<file path="src/rtl/gswg_pkg.sv">
// Shared types, constants and codes of the Gold sequence word generator.
`timescale 1ns / 1ps
package gswg_pkg;

  localparam int SKIP_WORDS  = 50;
  localparam int CELL_WORDS  = 14;
  localparam int PORT5_WORDS = 38;
  localparam int MAX_RESULTS = 38;

  localparam int CELL_RUN   = (CELL_WORDS > MAX_RESULTS) ? MAX_RESULTS : CELL_WORDS;
  localparam int PORT5_RUN  = (PORT5_WORDS > MAX_RESULTS) ? MAX_RESULTS : PORT5_WORDS;
  localparam int SKIP_STEPS = (SKIP_WORDS > 1) ? SKIP_WORDS - 1 : 0;
  localparam int CNT_MAX    = (SKIP_STEPS > MAX_RESULTS) ? SKIP_STEPS : MAX_RESULTS;
  localparam int CNT_W      = $clog2(CNT_MAX + 1);

  localparam int CFG_IDX_W  = 3;
  localparam int CFG_DATA_W = 16;
  localparam int ID_W       = 9;
  localparam int RNTI_W     = 16;
  localparam int WORD_W     = 32;
  localparam int INDEX_W    = 6;

  typedef enum logic [CFG_IDX_W-1:0] {
    CFG_CELL_ID      = 3'd0,
    CFG_CP_EXTENDED  = 3'd1,
    CFG_USE_DMRS_IDS = 3'd2,
    CFG_DMRS_ID_ZERO = 3'd3,
    CFG_DMRS_ID_ONE  = 3'd4,
    CFG_RNTI         = 3'd5
  } cfg_idx_e;

  typedef enum logic [1:0] {
    OP_CELL_REF = 2'd0,
    OP_UE_SPEC  = 2'd1,
    OP_PORT5    = 2'd2
  } op_e;

  typedef struct packed {
    logic [1:0] opcode;
    logic [4:0] slot;
    logic       pilot_symbol;
    logic       scrambling_select;
  } req_t;

  typedef struct packed {
    logic [WORD_W-1:0]  seq_word;
    logic [INDEX_W-1:0] word_index;
    logic               last;
  } res_t;

  typedef struct packed {
    logic               capture;
    logic               load;
    logic               step;
    logic               emit;
    logic               last;
    logic [INDEX_W-1:0] index;
  } cmd_t;

endpackage

</file>
<file path="src/rtl/gswg_ctrl.sv">
// Sequencing state machine: load, skip and emit phases of one item.
`timescale 1ns / 1ps
module gswg_ctrl (
  input  logic              clk_i,
  input  logic              rst_ni,
  input  logic              start,
  input  logic [1:0]        opcode_i,
  output logic              busy,
  output gswg_pkg::cmd_t    cmd_o
);
  import gswg_pkg::*;

  typedef enum logic [3:0] {
    S_IDLE = 4'b0001,
    S_LOAD = 4'b0010,
    S_SKIP = 4'b0100,
    S_EMIT = 4'b1000
  } state_e;

  state_e           state_q, state_d;
  logic [CNT_W-1:0] cnt_q, cnt_d;
  logic [CNT_W-1:0] words_q, words_d;
  logic [CNT_W-1:0] run_words;
  logic             op_ok;

  always_comb begin
    case (opcode_i)
      OP_CELL_REF, OP_UE_SPEC: begin
        op_ok     = 1'b1;
        run_words = CNT_W'(CELL_RUN);
      end
      OP_PORT5: begin
        op_ok     = 1'b1;
        run_words = CNT_W'(PORT5_RUN);
      end
      default: begin
        op_ok     = 1'b0;
        run_words = '0;
      end
    endcase
  end

  always_comb begin
    state_d     = state_q;
    cnt_d       = cnt_q;
    words_d     = words_q;
    cmd_o       = '0;
    cmd_o.index = INDEX_W'(cnt_q);
    case (state_q)
      S_IDLE: begin
        if (start && op_ok && (run_words != '0)) begin
          cmd_o.capture = 1'b1;
          words_d       = run_words;
          state_d       = S_LOAD;
        end
      end
      S_LOAD: begin
        cmd_o.load = 1'b1;
        cnt_d      = '0;
        state_d    = (SKIP_STEPS > 0) ? S_SKIP : S_EMIT;
      end
      S_SKIP: begin
        cmd_o.step = 1'b1;
        if (cnt_q == CNT_W'(SKIP_STEPS - 1)) begin
          cnt_d   = '0;
          state_d = S_EMIT;
        end else begin
          cnt_d = cnt_q + 1'b1;
        end
      end
      S_EMIT: begin
        cmd_o.step = 1'b1;
        cmd_o.emit = 1'b1;
        cmd_o.last = (cnt_q == words_q - 1'b1);
        cnt_d      = cnt_q + 1'b1;
        if (cmd_o.last) begin
          state_d = S_IDLE;
        end
      end
      default: begin
        state_d = S_IDLE;
      end
    endcase
  end

  always_ff @(posedge clk_i or negedge rst_ni) begin
    if (!rst_ni) begin
      state_q <= S_IDLE;
      cnt_q   <= '0;
      words_q <= '0;
    end else begin
      state_q <= state_d;
      cnt_q   <= cnt_d;
      words_q <= words_d;
    end
  end

  assign busy = (state_q != S_IDLE);

  a_last_is_emit: assert property (@(posedge clk_i) disable iff (!rst_ni)
    cmd_o.last |-> cmd_o.emit)
    else $error("last flag outside emit phase");

  a_last_ends_run: assert property (@(posedge clk_i) disable iff (!rst_ni)
    (cmd_o.emit && cmd_o.last) |=> (state_q == S_IDLE))
    else $error("run continues after last word");

  a_index_in_run: assert property (@(posedge clk_i) disable iff (!rst_ni)
    cmd_o.emit |-> (cnt_q < words_q))
    else $error("word index beyond run length");

  a_load_after_accept: assert property (@(posedge clk_i) disable iff (!rst_ni)
    (state_q == S_LOAD) |-> $past(cmd_o.capture))
    else $error("load without accepted item");

endmodule

</file>
<file path="src/rtl/gswg_dp.sv">
// Datapath: configuration registers, start value, LFSR pair and result register.
`timescale 1ns / 1ps
module gswg_dp (
  input  logic                           clk_i,
  input  logic                           rst_ni,
  input  logic                           cfg_we_i,
  input  logic [gswg_pkg::CFG_IDX_W-1:0]  cfg_idx_i,
  input  logic [gswg_pkg::CFG_DATA_W-1:0] cfg_wdata_i,
  input  gswg_pkg::req_t                 req_i,
  input  gswg_pkg::cmd_t                 cmd_i,
  output logic                           result_valid_o,
  output gswg_pkg::res_t                 result_o
);
  import gswg_pkg::*;

  logic [ID_W-1:0]   cell_id_q, dmrs_id_zero_q, dmrs_id_one_q;
  logic              cp_extended_q, use_dmrs_ids_q;
  logic [RNTI_W-1:0] rnti_q;

  logic [9:0]  fa_q, fa_d;
  logic [7:0]  fb_q, fb_d;
  logic [15:0] add_q, add_d;
  logic        sh16_q, sh16_d;

  logic [WORD_W-1:0] x1_q, x1_d, x2_q, x2_d;
  logic [17:0]       prod;
  logic [WORD_W-1:0] cinit;
  logic [ID_W-1:0]   nid;
  logic [2:0]        sym;
  logic [7:0]        slot_term;

  logic   valid_q;
  res_t   res_q;

  function automatic logic [WORD_W-1:0] adv_x1(input logic [WORD_W-1:0] v);
    logic [WORD_W-1:0] p;
    p = (v >> 1) ^ (v >> 4);
    return p ^ (p << 31) ^ (p << 28);
  endfunction

  function automatic logic [WORD_W-1:0] adv_x2(input logic [WORD_W-1:0] v);
    logic [WORD_W-1:0] q;
    q = (v >> 1) ^ (v >> 2) ^ (v >> 3) ^ (v >> 4);
    return q ^ (q << 31) ^ (q << 30) ^ (q << 29) ^ (q << 28);
  endfunction

  always_ff @(posedge clk_i or negedge rst_ni) begin
    if (!rst_ni) begin
      cell_id_q      <= '0;
      cp_extended_q  <= 1'b0;
      use_dmrs_ids_q <= 1'b0;
      dmrs_id_zero_q <= '0;
      dmrs_id_one_q  <= '0;
      rnti_q         <= '0;
    end else if (cfg_we_i) begin
      case (cfg_idx_i)
        CFG_CELL_ID:      cell_id_q      <= cfg_wdata_i[ID_W-1:0];
        CFG_CP_EXTENDED:  cp_extended_q  <= cfg_wdata_i[0];
        CFG_USE_DMRS_IDS: use_dmrs_ids_q <= cfg_wdata_i[0];
        CFG_DMRS_ID_ZERO: dmrs_id_zero_q <= cfg_wdata_i[ID_W-1:0];
        CFG_DMRS_ID_ONE:  dmrs_id_one_q  <= cfg_wdata_i[ID_W-1:0];
        CFG_RNTI:         rnti_q         <= cfg_wdata_i[RNTI_W-1:0];
        default: ;
      endcase
    end
  end

  always_comb begin
    sym       = req_i.pilot_symbol ? (cp_extended_q ? 3'd3 : 3'd4) : 3'd0;
    slot_term = 8'd7 * (8'(req_i.slot) + 8'd1);
    if (use_dmrs_ids_q) begin
      nid = req_i.scrambling_select ? dmrs_id_one_q : dmrs_id_zero_q;
    end else begin
      nid = cell_id_q;
    end
    fa_d   = fa_q;
    fb_d   = fb_q;
    add_d  = add_q;
    sh16_d = sh16_q;
    if (cmd_i.capture) begin
      case (req_i.opcode)
        OP_CELL_REF: begin
          fa_d   = {cell_id_q, 1'b1};
          fb_d   = 8'd1 + 8'(sym) + slot_term;
          add_d  = 16'({cell_id_q, 1'b0}) + 16'(!cp_extended_q);
          sh16_d = 1'b0;
        end
        OP_UE_SPEC: begin
          fa_d   = {nid, 1'b1};
          fb_d   = 8'(req_i.slot[4:1]) + 8'd1;
          add_d  = 16'(req_i.scrambling_select);
          sh16_d = 1'b1;
        end
        default: begin
          fa_d   = {cell_id_q, 1'b1};
          fb_d   = 8'(req_i.slot[4:1]) + 8'd1;
          add_d  = rnti_q;
          sh16_d = 1'b1;
        end
      endcase
    end
  end

  always_ff @(posedge clk_i) begin
    fa_q   <= fa_d;
    fb_q   <= fb_d;
    add_q  <= add_d;
    sh16_q <= sh16_d;
  end

  always_comb begin
    prod  = 18'(fa_q) * 18'(fb_q);
    cinit = (sh16_q ? (WORD_W'(prod) << 16) : (WORD_W'(prod) << 10)) + WORD_W'(add_q);
    cinit[WORD_W-1] = cinit[0] ^ cinit[1] ^ cinit[2] ^ cinit[3];
    x1_d = x1_q;
    x2_d = x2_q;
    if (cmd_i.load) begin
      x1_d = 32'h8000_0001;
      x2_d = cinit;
    end else if (cmd_i.step) begin
      x1_d = adv_x1(x1_q);
      x2_d = adv_x2(x2_q);
    end
  end

  always_ff @(posedge clk_i) begin
    x1_q <= x1_d;
    x2_q <= x2_d;
    if (cmd_i.emit) begin
      res_q.seq_word   <= x1_d ^ x2_d;
      res_q.word_index <= cmd_i.index;
      res_q.last       <= cmd_i.last;
    end
  end

  always_ff @(posedge clk_i or negedge rst_ni) begin
    if (!rst_ni) begin
      valid_q <= 1'b0;
    end else begin
      valid_q <= cmd_i.emit;
    end
  end

  assign result_valid_o = valid_q;
  assign result_o       = res_q;

endmodule

</file>
<file path="src/rtl/gold_sequence_word_generator.sv">
// Top level of the Gold sequence word generator.
//
//  channel  | handshake                   | payload
//  ---------+-----------------------------+-------------------------------
//  request  | start, busy (taken if !busy)| req_i   (opcode, slot, ...)
//  config   | cfg_we_i, cfg_idx_i         | cfg_wdata_i (16 bits)
//  result   | result_valid_o (one cycle)  | result_o (seq_word, index, last)
//
// An item runs through acceptance, a load, SKIP_WORDS - 1 skip steps and N words,
// N = 14 or 38, with one 32-bit step of the LFSR pair per cycle.
// The first word appears after the skip steps, then one per cycle.
// Reset clears the configuration registers to zero and returns the sequencer to idle.
// Results cannot be stalled; a new item may be taken while the last word is shown.
`timescale 1ns / 1ps
module gold_sequence_word_generator (
  input  logic                           clk_i,
  input  logic                           rst_ni,
  input  logic                           cfg_we_i,
  input  logic [gswg_pkg::CFG_IDX_W-1:0]  cfg_idx_i,
  input  logic [gswg_pkg::CFG_DATA_W-1:0] cfg_wdata_i,
  input  logic                           start,
  output logic                           busy,
  input  gswg_pkg::req_t                 req_i,
  output logic                           result_valid_o,
  output gswg_pkg::res_t                 result_o
);
  import gswg_pkg::*;

  cmd_t cmd;

  gswg_ctrl u_ctrl (
    .clk_i    (clk_i),
    .rst_ni   (rst_ni),
    .start    (start),
    .opcode_i (req_i.opcode),
    .busy     (busy),
    .cmd_o    (cmd)
  );

  gswg_dp u_dp (
    .clk_i          (clk_i),
    .rst_ni         (rst_ni),
    .cfg_we_i       (cfg_we_i),
    .cfg_idx_i      (cfg_idx_i),
    .cfg_wdata_i    (cfg_wdata_i),
    .req_i          (req_i),
    .cmd_i          (cmd),
    .result_valid_o (result_valid_o),
    .result_o       (result_o)
  );

endmodule
</file>
<file path="config.mk">
export PLATFORM = sky130hd
export DESIGN_NAME = gold_sequence_word_generator
export DESIGN_NICKNAME = d
export VERILOG_FILES = /design/src/rtl/gswg_pkg.sv /design/src/rtl/gswg_ctrl.sv /design/src/rtl/gswg_dp.sv /design/src/rtl/gold_sequence_word_generator.sv
export SDC_FILE = /design/constraint.sdc
export NUM_CORES = 1
export LEC_CHECK = 0
export ABC_CLOCK_PERIOD_IN_PS = 12660
export BUFFER_PORTS_ARGS = -buffer_cell sky130_fd_sc_hd__buf_2
export CORE_MARGIN = 5
export CORE_UTILIZATION = 45
export CTS_BUF_LIST = sky130_fd_sc_hd__clkbuf_16
export DETAILED_ROUTE_END_ITERATION = 7
export PLACE_DENSITY = 0.61
export REMOVE_ABC_BUFFERS = 1
export SETUP_SLACK_MARGIN = 0.2
export SYNTH_ARGS = -nofsm -noshare
export SYNTH_HDL_FRONTEND = slang
export SYNTH_SLANG_ARGS = --single-unit
export TNS_END_PERCENT = 10
</file>
<file path="constraint.sdc">
create_clock -name clk_i -period 12.66 [get_ports clk_i]
set_input_delay 1.899 -clock clk_i [delete_from_list [all_inputs] [get_ports clk_i]]
set_output_delay 1.899 -clock clk_i [all_outputs]
set_load 0.05 [all_outputs]
</file>
## Word-level counts from Yosys, hierarchy flattened

Cells that the tools add are included.

- Register bits: 200
- Latch bits: 0
- Memory bits (writable): 0
- Bits in read-only memories: 0
- Input port bits: 32
- Output and inout bits: 41
- Logic and storage cells: 104
- Memories: 0

- Add/sub/neg operators: 8
- $mul: 2
- Div/mod/pow operators: 0
- $lt $le $gt $ge: 0
- Equality and inequality tests: 17
- Shifts and indexed selects: 0
- Multiplexer cells: 26
- Bitwise operators: 14
- Reductions and logical operators: 18

Operator list:

| cell | number |
|---|---|
| $xor 32x32->32 | 7 |
| $mux 32 | 4 |
| $pmux 16 s2 | 1 |
| $xor 32x28->32 | 1 |
| $xor 32x29->32 | 1 |
| $add 31x16->31 | 1 |
| $mux 31 | 1 |
| $xor 31x28->31 | 1 |
| $xor 31x30->31 | 1 |
| $mul 10x8->18 | 1 |
| $mux 9 | 2 |
| $pmux 6 s3 | 1 |
| $pmux 4 s4 | 1 |
| $reduce_and 2->1 | 7 |
| $mux 4 | 3 |
| $pmux 6 s2 | 1 |
| $add 10x1->11 | 1 |
| $mux 10 | 1 |
| $add 8x8->8 | 1 |
| $mul 3x8->8 const A | 1 |
| $mux 8 | 1 |
| $add 5x1->6 const B | 1 |
| $add 6x1->6 const B | 1 |
| $eq 3x2->1 const B | 2 |
| 29 further kinds | 42 |

## Longest topological paths before layout

Gate-level depths: netlist of the first run.

- Depth in word-level cells: 10
- Depth in mapped cells: 20
- Mapped depth without buffers: 18

## Cells and area by module

Synthesis of the first run repeated with hierarchy kept, for this count alone.

- Cell total of the unflattened synthesis: 1,282
- Area, all modules: 13,086.3 um2

Modules (own cells, without submodules):

| module | instances | cells each | area each (um2) | sequential area each (um2) |
|---|---|---|---|---|
| gswg_dp | 1 | 1,184 | 12,210.5 | 4,624.4 |
| gswg_ctrl | 1 | 98 | 875.8 | 326.6 |

## Worst setup path after synthesis of the first run

No wires, ideal clock.

- Kind: register to register
- From: reg u_dp.fb_q[6]
- To: reg u_dp.res_q (netlist bit u_dp.result_o[33]), data pin
- Library setup time: 0.270 ns
- Arrival: 5.189 ns
- Data required time: 12.390 ns
- Setup slack: 7.201 ns
- Stages on the path, launching flop included: 20
- Buffers on the path: 1
- Clock period less this slack: 5.459 ns
- Path through: edfxtp_1 and2_1 fa_1 inv_1 fa_1 inv_1 fa_1 inv_1 fa_1 inv_1 ha_1 a21o_1 a31o_1 o211a_1 o22ai_1 xor2_2 o32a_4 buf_6 nor4_1 o31ai_1

- Word-level cells in the longest chain between the ends: 5

Ends and longest elaborated chain:

| element | RTL line | source |
|---|---|---|
| start, declared | gswg_dp.sv:21 | `logic [7:0] fb_q, fb_d;` |
| start signal, assigned | gswg_dp.sv:106 | `fb_q <= fb_d;` |
| $mul 10x8->18 | gswg_dp.sv:112 | `prod = 18'(fa_q) * 18'(fb_q);` |
| $mux 31 | gswg_dp.sv:113 | `cinit = (sh16_q ? (WORD_W'(prod) << 16) : (WORD_W'(prod) << 10)) + WORD_W'(add_q);` |
| $add 31x16->31 | gswg_dp.sv:113 |  |
| $mux 32 | gswg_dp.sv:117 | `if (cmd_i.load) begin` |
| $xor 32x32->32 | gswg_dp.sv:130 | `res_q.seq_word <= x1_d ^ x2_d;` |
| end, declared | gswg_dp.sv:33 | `res_t res_q;` |

Every way passes these cells.
A chain may end at the register's enable or synchronous reset.

## Worst setup path after layout of the first run

- From: reg u_dp.fb_q[6]
- To: reg u_dp.res_q (netlist bit u_dp.result_o[36]), data pin

Same word-level chain as after synthesis.

==> qor.csv, run 1 <==
metric,value,unit
setup_tns,0,ns
"Seq/Total Area, Yosys",0.384,
CP max stage cell,or4_1,
RSZ-0062 raised after global routing,false,
Root Buffer,clkbuf_16,
crit-path cells,and2_1 -> fa_1 -> inv_1 -> fa_1 -> inv_1 -> fa_1 -> inv_1 -> fa_1 -> inv_1 -> ha_1 -> a21o_1 -> a31o_1 -> o211a_1 -> o22ai_1 -> xor2_2 -> o32a_4 -> or4_1 -> o211ai_1,
ANT cells,0,
Worst R2R Setup Slack,6.87,ns
hold path depth,2,
crit path capture type,flop,
Ports,73,
Final min period,5.79,ns
TritonCTS Buffers,17,
# setup viols final,0,
GPL Wtd Cong,0.816,
metal2 WL,12300,µm
critical path class,reg2reg,
GR Util All Layers,0.176,
FMAX,0.173,GHz
total grt overflow,0,
final slew viol count,0,
number of synthesized flops with an enable pin,73,
critical path arrival,6.06,ns
H-tree depth,4,
core area,28500,µm²
Max Used Layer,met4,
CTS resizes,0,
syn avg cell area,10.2,µm²
# rows,62,
Storage cell area,4950,µm²
Mapped Area,12900,µm²
TritonRoute pass-1 iters,5,
Worst Path Required,12.93,ns
area taken by multi-input logic gates,7380,µm²
Hold Path Origin,u_dp.add_q[4],
number of post-CTS setup repair buffers,0,
Wirelength per Cell,15.9,µm
Starting Density,0.453,
"Primary FF master, synth",edfxtp_1,
Die Span X,179,µm
Max transition margin,0.326,
FF-to-FF End,u_dp.result_o[36],
RR Startpoint,u_dp.fb_q[6],
outcome,"complete, no violations",
Max Clock Skew,0.0107,ns
CP max FO,14,
layout cells sized above 1,0.139,
max-cap check violation count,0,
vias in the first global route,8637,
initial antenna violation count,0,
synthesized instance count,1263,
most frequent cells in the layout,"97 x nand2_1, 95 x nor2_1, 94 x xnor2_1",
"antenna viol nets, final",0,
Worst Reg-to-Reg Cells,18,
Met3 Wirelength,973,µm
Die Y,179,µm
YS warnings,0,
CTS tree,done,
WL final,27200,µm
library cells used by synthesis,81,
WL met1,13400,µm
Worst Hold Path EP,u_dp.x2_q[4],
largest net degree at the start of global routing,87,
Yosys reg bits,196,
worst skew pair latency,0.44,ns
"Area growth, synth to finish",9.71,%
routed vias,8828,
type of origin of the critical path,flop,
PortBufs,72,
first-pass GRT wire length,45000,µm
Die ar.,32100,µm²
Post-synth ARST share,0.301,
Final nets,1468,
clock-pin slew on the worst setup and hold paths,0.07,ns
detailed-route DRC error count,0,
hold buffer count at cts,0,
"commonest non-fill, non-tap cell in the layout",nand2_1,
# clock sinks,196,
final worst-path cycle share,0.457,
DR vias/cell,5.15,
delay of the slowest cell on the worst path,0.57,ns
DR iter-0 viols,482,
Hold Crit Class,reg2reg,
Longest Clk Path Bufs,2,
DP HPWL,20500,µm
final hold vios,0,
Worst-Margin Slew,1.01,ns
fillers,2649,
-- Yosys cell counts, types with 7 or more instances --
cell type / n / share of area
fa_1: 55 / 0.085
and2_1: 78 / 0.038
clkbuf_1: 33 / 0.0096
nand3_1: 21 / 0.0081
a21o_1: 9 / 0.0052
nor2b_1: 11 / 0.0053
dfrtp_1: 58 / 0.11
xnor2_1: 94 / 0.064
ha_1: 63 / 0.061
o21ai_0: 67 / 0.026
inv_1: 87 / 0.025
dfxtp_1: 64 / 0.099
mux2i_1: 22 / 0.017
o211ai_1: 11 / 0.0064
nand2_1: 98 / 0.029
nor2_1: 96 / 0.028
o31ai_1: 7 / 0.0041
edfxtp_1: 73 / 0.17
a21oi_1: 52 / 0.020
xor2_1: 69 / 0.047
nor3_1: 8 / 0.0031
a211oi_1: 23 / 0.013
a22o_1: 10 / 0.0068
mux2_2: 49 / 0.043
-- sequential cells by signal (all words and copies together) (netlist names), 9 cells and up --
signal               flops
u_dp.result_o           39
u_dp.x1_q               32
u_dp.x2_q               32
u_dp.add_q              16
u_dp.rnti_q             16
u_dp.cell_id_q           9
u_dp.dmrs_id_one_q       9
u_dp.dmrs_id_zero_q      9
u_dp.fa_q                9
-- how the worst max path moves through the flow --
| stage | endpoint | from | slack, ns | cells past startpoint |
|---|---|---|---|---|
| after CTS | u_dp.result_o[36] | u_dp.fb_q[6] | 6.85 | 18 |
| after floorplan | u_dp.result_o[36] | u_dp.fb_q[6] | 7.17 | 18 |
| after detailed placement | u_dp.result_o[36] | u_dp.fb_q[6] | 6.87 | 18 |
| after global placement | u_dp.result_o[36] | u_dp.fb_q[6] | 6.97 | 18 |
| after global routing | u_dp.result_o[36] | u_dp.fb_q[6] | 6.58 | 17 |
| final | u_dp.result_o[36] | u_dp.fb_q[6] | 6.87 | 18 |
-- kinds of logic (layout without fill, tap and decap cells) --
family,after synthesis,count (layout),share of synthesized area
AOI/OAI and AO/OA,215,215,0.109
buffers and inverters,136,204,0.0450
xor gates and xnor gates,164,164,0.112
muxes,72,72,0.0610
DFF,196,196,0.384
and+or+nand+nor,362,362,0.142
adders and majority gates,118,118,0.147
-- through the flow --
| step | hold slack [ns] | cell area (µm²) | instances | setup WS, ns | utilization |
|---|---|---|---|---|---|
| 3_3_place_gp | 0.455 | 13600 | 1683 | 6.97 | 0.477 |
| 3_5_place_dp | 0.452 | 13600 | 1683 | 6.87 | 0.477 |
| 2_1_floorplan | 0.431 | 12600 | 1216 | 7.17 | - |
| 4_1_cts | 0.468 | 14100 | 1715 | 6.85 | 0.497 |
| 6_report | 0.477 | 14100 | 1715 | 6.87 | 0.497 |
| 5_1_grt | 0.508 | 14100 | 1715 | 6.58 | 0.497 |
-- worst max-delay path: cells and delay by family, from the launching register on --
family,cells,cell delay (ns)
AND/OR/NAND/NOR,2,0.77
adder cells (fa/ha/maj),5,2.41
flip-flops,1,0.50
buffers and inverters,4,0.20
AO/OA/AOI/OAI,6,1.57
XOR/XNOR,1,0.17
-- area by class of cell --
cell class / instances / area share
repair buffers: 83 / 0.0313
well taps: 384 / 0.0340
flip-flops and latches: 196 / 0.350
clock inverters: 15 / 0.00982
inverters: 89 / 0.0236
clock buffers: 17 / 0.0301
multi-input cells: 931 / 0.521
-- metal layers --
layer / up-vias / track usage
li1: 4420 / -
met1: 4227 / 0.253
met2: 148 / 0.275
met3: 33 / 0.0321
met4: 0 / 0.0470
met5: - / 0
Power of run 1 is not shown: default switching activity piles up to over one toggle a cycle in this logic, so the estimate is an artifact.
==> inputs of run 2 (changes only) <==
Settings changed: ABC_CLOCK_PERIOD_IN_PS 12660 to 4700, PLACE_DENSITY 0.61 to 0.63.
Clock period 12.66 ns to 4.7 ns, I/O delays scaled along.
==> run 2 against run 1 <==
  * The flow now finishes with violations (setup timing)
  * Die area unchanged
  * Sequential cell count unchanged
  * Critical path depth is the same
  * Sequential share of layout area down 3.2 points
  * Routed wire length rose by 6.5%
  * Count of clock-buffer cells in the layout stayed put
  * Via count up 6.1%
  * Global-route usage is 0.96 points higher
  * First-iteration DRC count rose by 3.9%
  * Largest cell class unchanged
  * Design area is 10% higher
==> qor.csv, run 2 (synthesis results as in run 1) <==
metric,value,unit,change
Final min period,5.24,ns,-0.549 ns
layout cells sized above 1,0.267,,+0.128
initial antenna violation count,0,,unchanged
clock-pin slew on the worst setup and hold paths,0.07,ns,about the same
# rows,62,,unchanged
"Area growth, synth to finish",20.8,%,
H-tree depth,4,,unchanged
# setup viols final,26,,+26
Max transition margin,0.270,,-0.0562
RSZ-0062 raised after global routing,true,,
Final nets,1583,,+7.8%
worst setup margin,-0.541,ns,-7.41 ns
failing checks,setup timing,,
max-cap check violation count,0,,unchanged
vias in the first global route,9506,,+10%
GR Util All Layers,0.186,,+0.00959
Worst setup startpoint,u_dp.fb_q[4],,
routed vias,9370,,+6.1%
Starting Density,0.453,,unchanged
CP max FO,7,,-7
"antenna viol nets, final",0,,unchanged
# clock sinks,196,,unchanged
Hold Slack,0.410,ns,-0.0671 ns
outcome,"finished, violations left",,
first-pass GRT wire length,48200,µm,+7.1%
Root Buffer,clkbuf_16,,
TritonCTS Buffers,17,,unchanged
Die ar.,32100,µm²,unchanged
max reg flops,39,,unchanged
Worst Path Required,5.00,ns,-7.93 ns
crit-path cells,buf_4 -> buf_6 -> and2_4 -> fa_1 -> fa_1 -> fa_1 -> inv_1 -> fa_1 -> inv_2 -> ha_4 -> and3_4 -> o211a_4 -> buf_6 -> o211ai_1 -> or2_4 -> o32a_4 -> or4b_4 -> nand3_1,,
final slew viol count,0,,unchanged
crit path capture type,flop,,
Max Clock Skew,0.0148,ns,+0.00411 ns
detailed-route DRC error count,0,,unchanged
CP max stage cell,fa_1,,
# placed instances,1770,,+5.2%
RR Startpoint,u_dp.fb_q[4],,
final hold vios,0,,unchanged
critical path class,reg2reg,,
most frequent cells in the layout,"112 x buf_4, 95 x nand2_1, 94 x nor2_1",,
fillers,2486,,-6.2%
final worst-path cycle share,1.12,,+0.658
DR iter-0 viols,501,,+3.9%
Wirelength per Cell,15.8,µm,-0.23%
Ports,73,,unchanged
DR vias/cell,5.12,,-0.53%
WL final,28900,µm,+6.5%
core area,28500,µm²,unchanged
TritonRoute pass-1 iters,5,,unchanged
Longest Clk Path Bufs,2,,unchanged
hold buffer count at cts,0,,unchanged
Layout Cells excl Fill,1830,,+6.7%
largest net degree at the start of global routing,60,,-31%
CTS tree,done,,
DP HPWL,21600,µm,+5.5%
CP dominant cell by count,fa_1,,
type of origin of the critical path,flop,,
"commonest non-fill, non-tap cell in the layout",buf_4,,
Die Span X,179,µm,unchanged
total grt overflow,0,,unchanged
FMAX,0.191,GHz,+10%
delay of the slowest cell on the worst path,0.55,ns,-0.02 ns
Hold Crit Class,in2async,,
GPL Wtd Cong,0.848,,+3.9%
PortBufs,72,,unchanged
worst skew pair latency,0.44,ns,about the same
Die Y,179,µm,unchanged
ANT cells,0,,unchanged
Worst-Margin Slew,1.09,ns,+0.0839 ns
critical path arrival,5.54,ns,-0.52 ns
run 2: changes by cell type in the layout (fill, tap and decap cells not counted), sizes merged:
cell      change
buf         +112
a32oi         +1
bufinv        -1
clkinvlp      +1
nand3         +1
o32a          +1
run 2: worst max-delay path: cells and delay by family (launching register included):
| kind | cells | cell delay [ns] |
|---|---|---|
| fa+ha+maj | 5 | 2.27 |
| simple gates | 5 | 1.20 |
| compound gates | 3 | 0.67 |
| flops | 1 | 0.49 |
| buf+inv | 5 | 0.49 |
run 2: final timing paths:
kind	endpoint	slack (ns)	depth (start not counted)
max in group asynchronous	u_dp.dmrs_id_zero_q[2]	3.77	2
hold reg to reg	u_dp.x2_q[4]	0.48	2
setup reg to reg	u_dp.result_o[34]	-0.54	18
min in group clk_i	u_dp.x2_q[4]	0.48	2
setup / recovery	u_dp.result_o[34]	-0.54	18
hold / removal	u_ctrl.cnt_q[2]	0.41	2
run 2: stage by stage:
| stage | setup slack (ns) | utilization | TNS [ns] | area [µm²] |
|---|---|---|---|---|
| final | -0.541 | 0.547 | -10.21 | 15600 |
| after global routing | -0.751 | 0.547 | -16.21 | 15600 |
| after CTS | -0.547 | 0.542 | -9.71 | 15400 |
| after detailed placement | -0.850 | 0.500 | -17.71 | 14200 |
| after global placement | -0.789 | 0.500 | -16.18 | 14200 |
| after floorplan | -0.795 | - | -12.47 | 12600 |
run 2: cell type report:
type	instances	area, µm²	share of cell area
clock buffers	17	425	0.0273
clock inverters	15	133	0.00851
inverters	89	334	0.0214
multi-input cells	934	7930	0.509
flip-flops and latches	196	4950	0.318
well taps	384	480	0.0308
repair buffers	195	1330	0.0850
run 2: metal layers:
layer  vias up  track usage  wire, µm
met5         -            0         0
met4         0       0.0343       383
met3        26       0.0344      1190
met2       185        0.307     13700
met1      4498        0.259     13700
li1       4661            -         -
run 2: what timing repair did:
item	4_1_cts	5_1_grt
gates cloned	3	0
pin swaps	76	22
setup endpoints to repair	31	33
buffers inserted	18	7
resized for setup	94	18
Power of run 2 is left out for the same reason.
==> inputs of run 3 (changes only) <==
Settings changed: ABC_AREA set to 1, CORE_MARGIN 5 to unset.
==> run 3 against run 2 <==
  * Core utilization increased by 0.34 points
  * Routed wire length increased by 1.7%
  * Register-to-register slack improved by 0.41 ns
  * Count of clock-buffer cells in the layout unchanged
  * The flow still finishes with violations (setup timing)
  * Worst setup slack improved by 0.41 ns
  * Die area decreased by 5.1%
  * Fmax increased by 8.5%
==> qor.csv, run 3 <==
metric,value,unit,change
"Primary FF master, synth",edfxtp_1,,
layout cells sized above 1,0.232,,-0.0348
Final nets,1916,,+21%
Mapped Area,13400,µm²,+4.0%
# clock sinks,196,,unchanged
Max transition margin,0.375,,+0.105
RR Startpoint,u_dp.fb_q[3],,
synth cell count leaders,"391 x nand2_1, 298 x inv_1, 96 x o21ai_0",,
Yosys reg bits,196,,unchanged
GPL Wtd Cong,0.912,,+7.5%
first-pass GRT wire length,49600,µm,+2.8%
CTS tree,done,,
final worst-path cycle share,1.03,,-0.0873
Post-synth ARST share,0.301,,unchanged
total grt overflow,0,,unchanged
DR iter-0 viols,529,,+5.6%
post-synth top area share,0.163,,-0.00661
Area after DPL,14600,µm²,+2.5%
core area,29000,µm²,+1.9%
outcome,"finished, violations left",,
DP HPWL,22200,µm,+2.6%
# placed instances,2098,,+19%
# rows,62,,unchanged
TritonCTS Buffers,17,,unchanged
largest area contributor in the netlist,edfxtp_1,,
Root Buffer,clkbuf_16,,
synthesized instance count,1623,,+29%
worst setup margin,-0.131,ns,+0.411 ns
vias in the first global route,10200,,+7.7%
DR vias/cell,4.81,,-6.0%
"top cells by area, synth","edfxtp_1 16%, nand2_1 11%, dfrtp_1 11%",,
final hold vios,0,,unchanged
initial antenna violation count,0,,unchanged
syn avg cell area,8.27,µm²,-19%
cell with the most instances after synthesis,nand2_1,,
CP max FO,4,,-3
Worst-Margin Slew,0.935,ns,-0.154 ns
detailed-route DRC error count,0,,unchanged
"Seq/Total Area, Yosys",0.369,,-0.0149
Layout Cells excl Fill,2163,,+18%
largest net degree at the start of global routing,60,,unchanged
RSZ-0062 raised after global routing,true,,
worst skew pair latency,0.44,ns,about the same
hold buffer count at cts,0,,unchanged
type of origin of the critical path,flop,,
fillers,2682,,+7.9%
failing checks,setup timing,,
Die ar.,30500,µm²,-5.1%
H-tree depth,4,,unchanged
Worst setup startpoint,u_dp.fb_q[3],,
Max Clock Skew,0.0150,ns,+0.000182 ns
post-route cell area,16000,µm²,+2.5%
Starting Density,0.462,,+0.00951
number of synthesized flops with an enable pin,73,,unchanged
Hold Crit Class,in2async,,
"commonest non-fill, non-tap cell in the layout",nand2_1,,
final slew viol count,0,,unchanged
PortBufs,72,,unchanged
Worst Path Required,4.87,ns,-0.13 ns
FMAX,0.207,GHz,+8.5%
Wirelength per Cell,13.6,µm,-14%
WL final,29400,µm,+1.7%
ANT cells,0,,unchanged
crit path capture type,flop,,
# setup viols final,14,,-46%
Ports,73,,unchanged
YS warnings,0,,unchanged
max reg flops,39,,unchanged
"Area growth, synth to finish",19.1,%,
Die Y,175,µm,-2.6%
setup_tns,-1.36,ns,+8.84 ns
Final min period,4.83,ns,-0.411 ns
clock-pin slew on the worst setup and hold paths,0.08,ns,about the same
max-cap check violation count,0,,unchanged
library cells used by synthesis,52,,-36%
Die Span X,175,µm,-2.6%
"antenna viol nets, final",0,,unchanged
TritonRoute pass-1 iters,5,,unchanged
critical path arrival,5.00,ns,-0.54 ns
GR Util All Layers,0.203,,+0.0168
most frequent cells in the layout,"358 x nand2_1, 278 x inv_1, 99 x buf_4",,
critical path class,reg2reg,,
Longest Clk Path Bufs,2,,unchanged
routed vias,10400,,+11%
[run 3: cell count changes after synthesis, moves of 23 or more]
cell	previous run	this run
a21oi_1	52	26
and2_1	78	3
inv_1	87	298
mux2_2	49	7
nand2_1	98	391
nand2_2	0	24
nand3_1	21	64
nor2_1	96	70
o211ai_1	11	39
o21ai_0	67	96
xnor2_1	94	71
[run 3: kinds of logic (layout without fill, tap and decap cells)]
| family | after synthesis | count (layout) | share of synthesized area |
|---|---|---|---|
| simple gates | 599 | 599 | 0.198 |
| mux | 8 | 8 | 0.00662 |
| flops | 196 | 196 | 0.369 |
| compound gates | 202 | 202 | 0.0916 |
| buf+inv | 366 | 522 | 0.105 |
| xor+xnor | 134 | 134 | 0.0891 |
| fa+ha+maj | 118 | 118 | 0.141 |
[run 3: final cells by class]
cell class,instances,area (µm²),area share
sequential,196,4950,0.310
multi-input combinational,1061,7570,0.474
inverter,310,1160,0.0728
timing repair buffer,180,1200,0.0754
clock buffer,17,425,0.0266
tap,384,480,0.0301
clock inverter,15,180,0.0113
[run 3: final timing paths]
check | endpoint | slack [ns] | cells after the start
hold reg to reg | u_dp.use_dmrs_ids_q | 0.49 | 2
setup / recovery | u_dp.result_o[25] | -0.13 | 24
max in group asynchronous | u_dp.dmrs_id_one_q[1] | 3.79 | 2
hold / removal | u_ctrl.cnt_q[5] | 0.40 | 2
min in group clk_i | u_dp.use_dmrs_ids_q | 0.49 | 2
setup reg to reg | u_dp.result_o[25] | -0.13 | 24
[run 3: critical path: stages, from the launching register on]
cell and delay [ns]:
edfxtp_1 0.42, buf_4 0.17, buf_4 0.13, nand2_1 0.06, inv_1 0.06, fa_1 0.42, fa_1 0.47, fa_1 0.56
inv_2 0.04, fa_1 0.49, inv_2 0.05, ha_4 0.30, nand2_4 0.08, nor2_4 0.12, nand2_2 0.07, nand3_2 0.08
nand2_2 0.09, nand3_4 0.07, nand3_4 0.11, nor2_4 0.15, buf_4 0.13, nor2_1 0.03, o21ai_1 0.11, o21ai_1 0.14
xor2_1 0.19
[run 3: metrics by stage]
step,hold slack [ns],util,setup slack (ns)
after floorplan,0.409,-,-0.0872
after global placement,0.464,0.503,-0.313
after detailed placement,0.466,0.503,-0.389
after CTS,0.427,0.545,-0.132
after global routing,0.468,0.551,-0.386
final,0.401,0.551,-0.131
[run 3: metal layers]
layer / global-route usage / share of wire
met5: 0 / 0
met4: 0.0587 / 0.019
met3: 0.0296 / 0.031
met2: 0.333 / 0.47
met1: 0.277 / 0.48
[run 3: repair_timing]
| action | 4_1_cts | 5_1_grt |
|---|---|---|
| endpoints found under the setup margin | 29 | 31 |
| buffers inserted | 30 | 3 |
| gates resized for setup | 95 | 40 |
| pin swaps | 88 | 33 |
Power of run 3 is left out for the same reason.
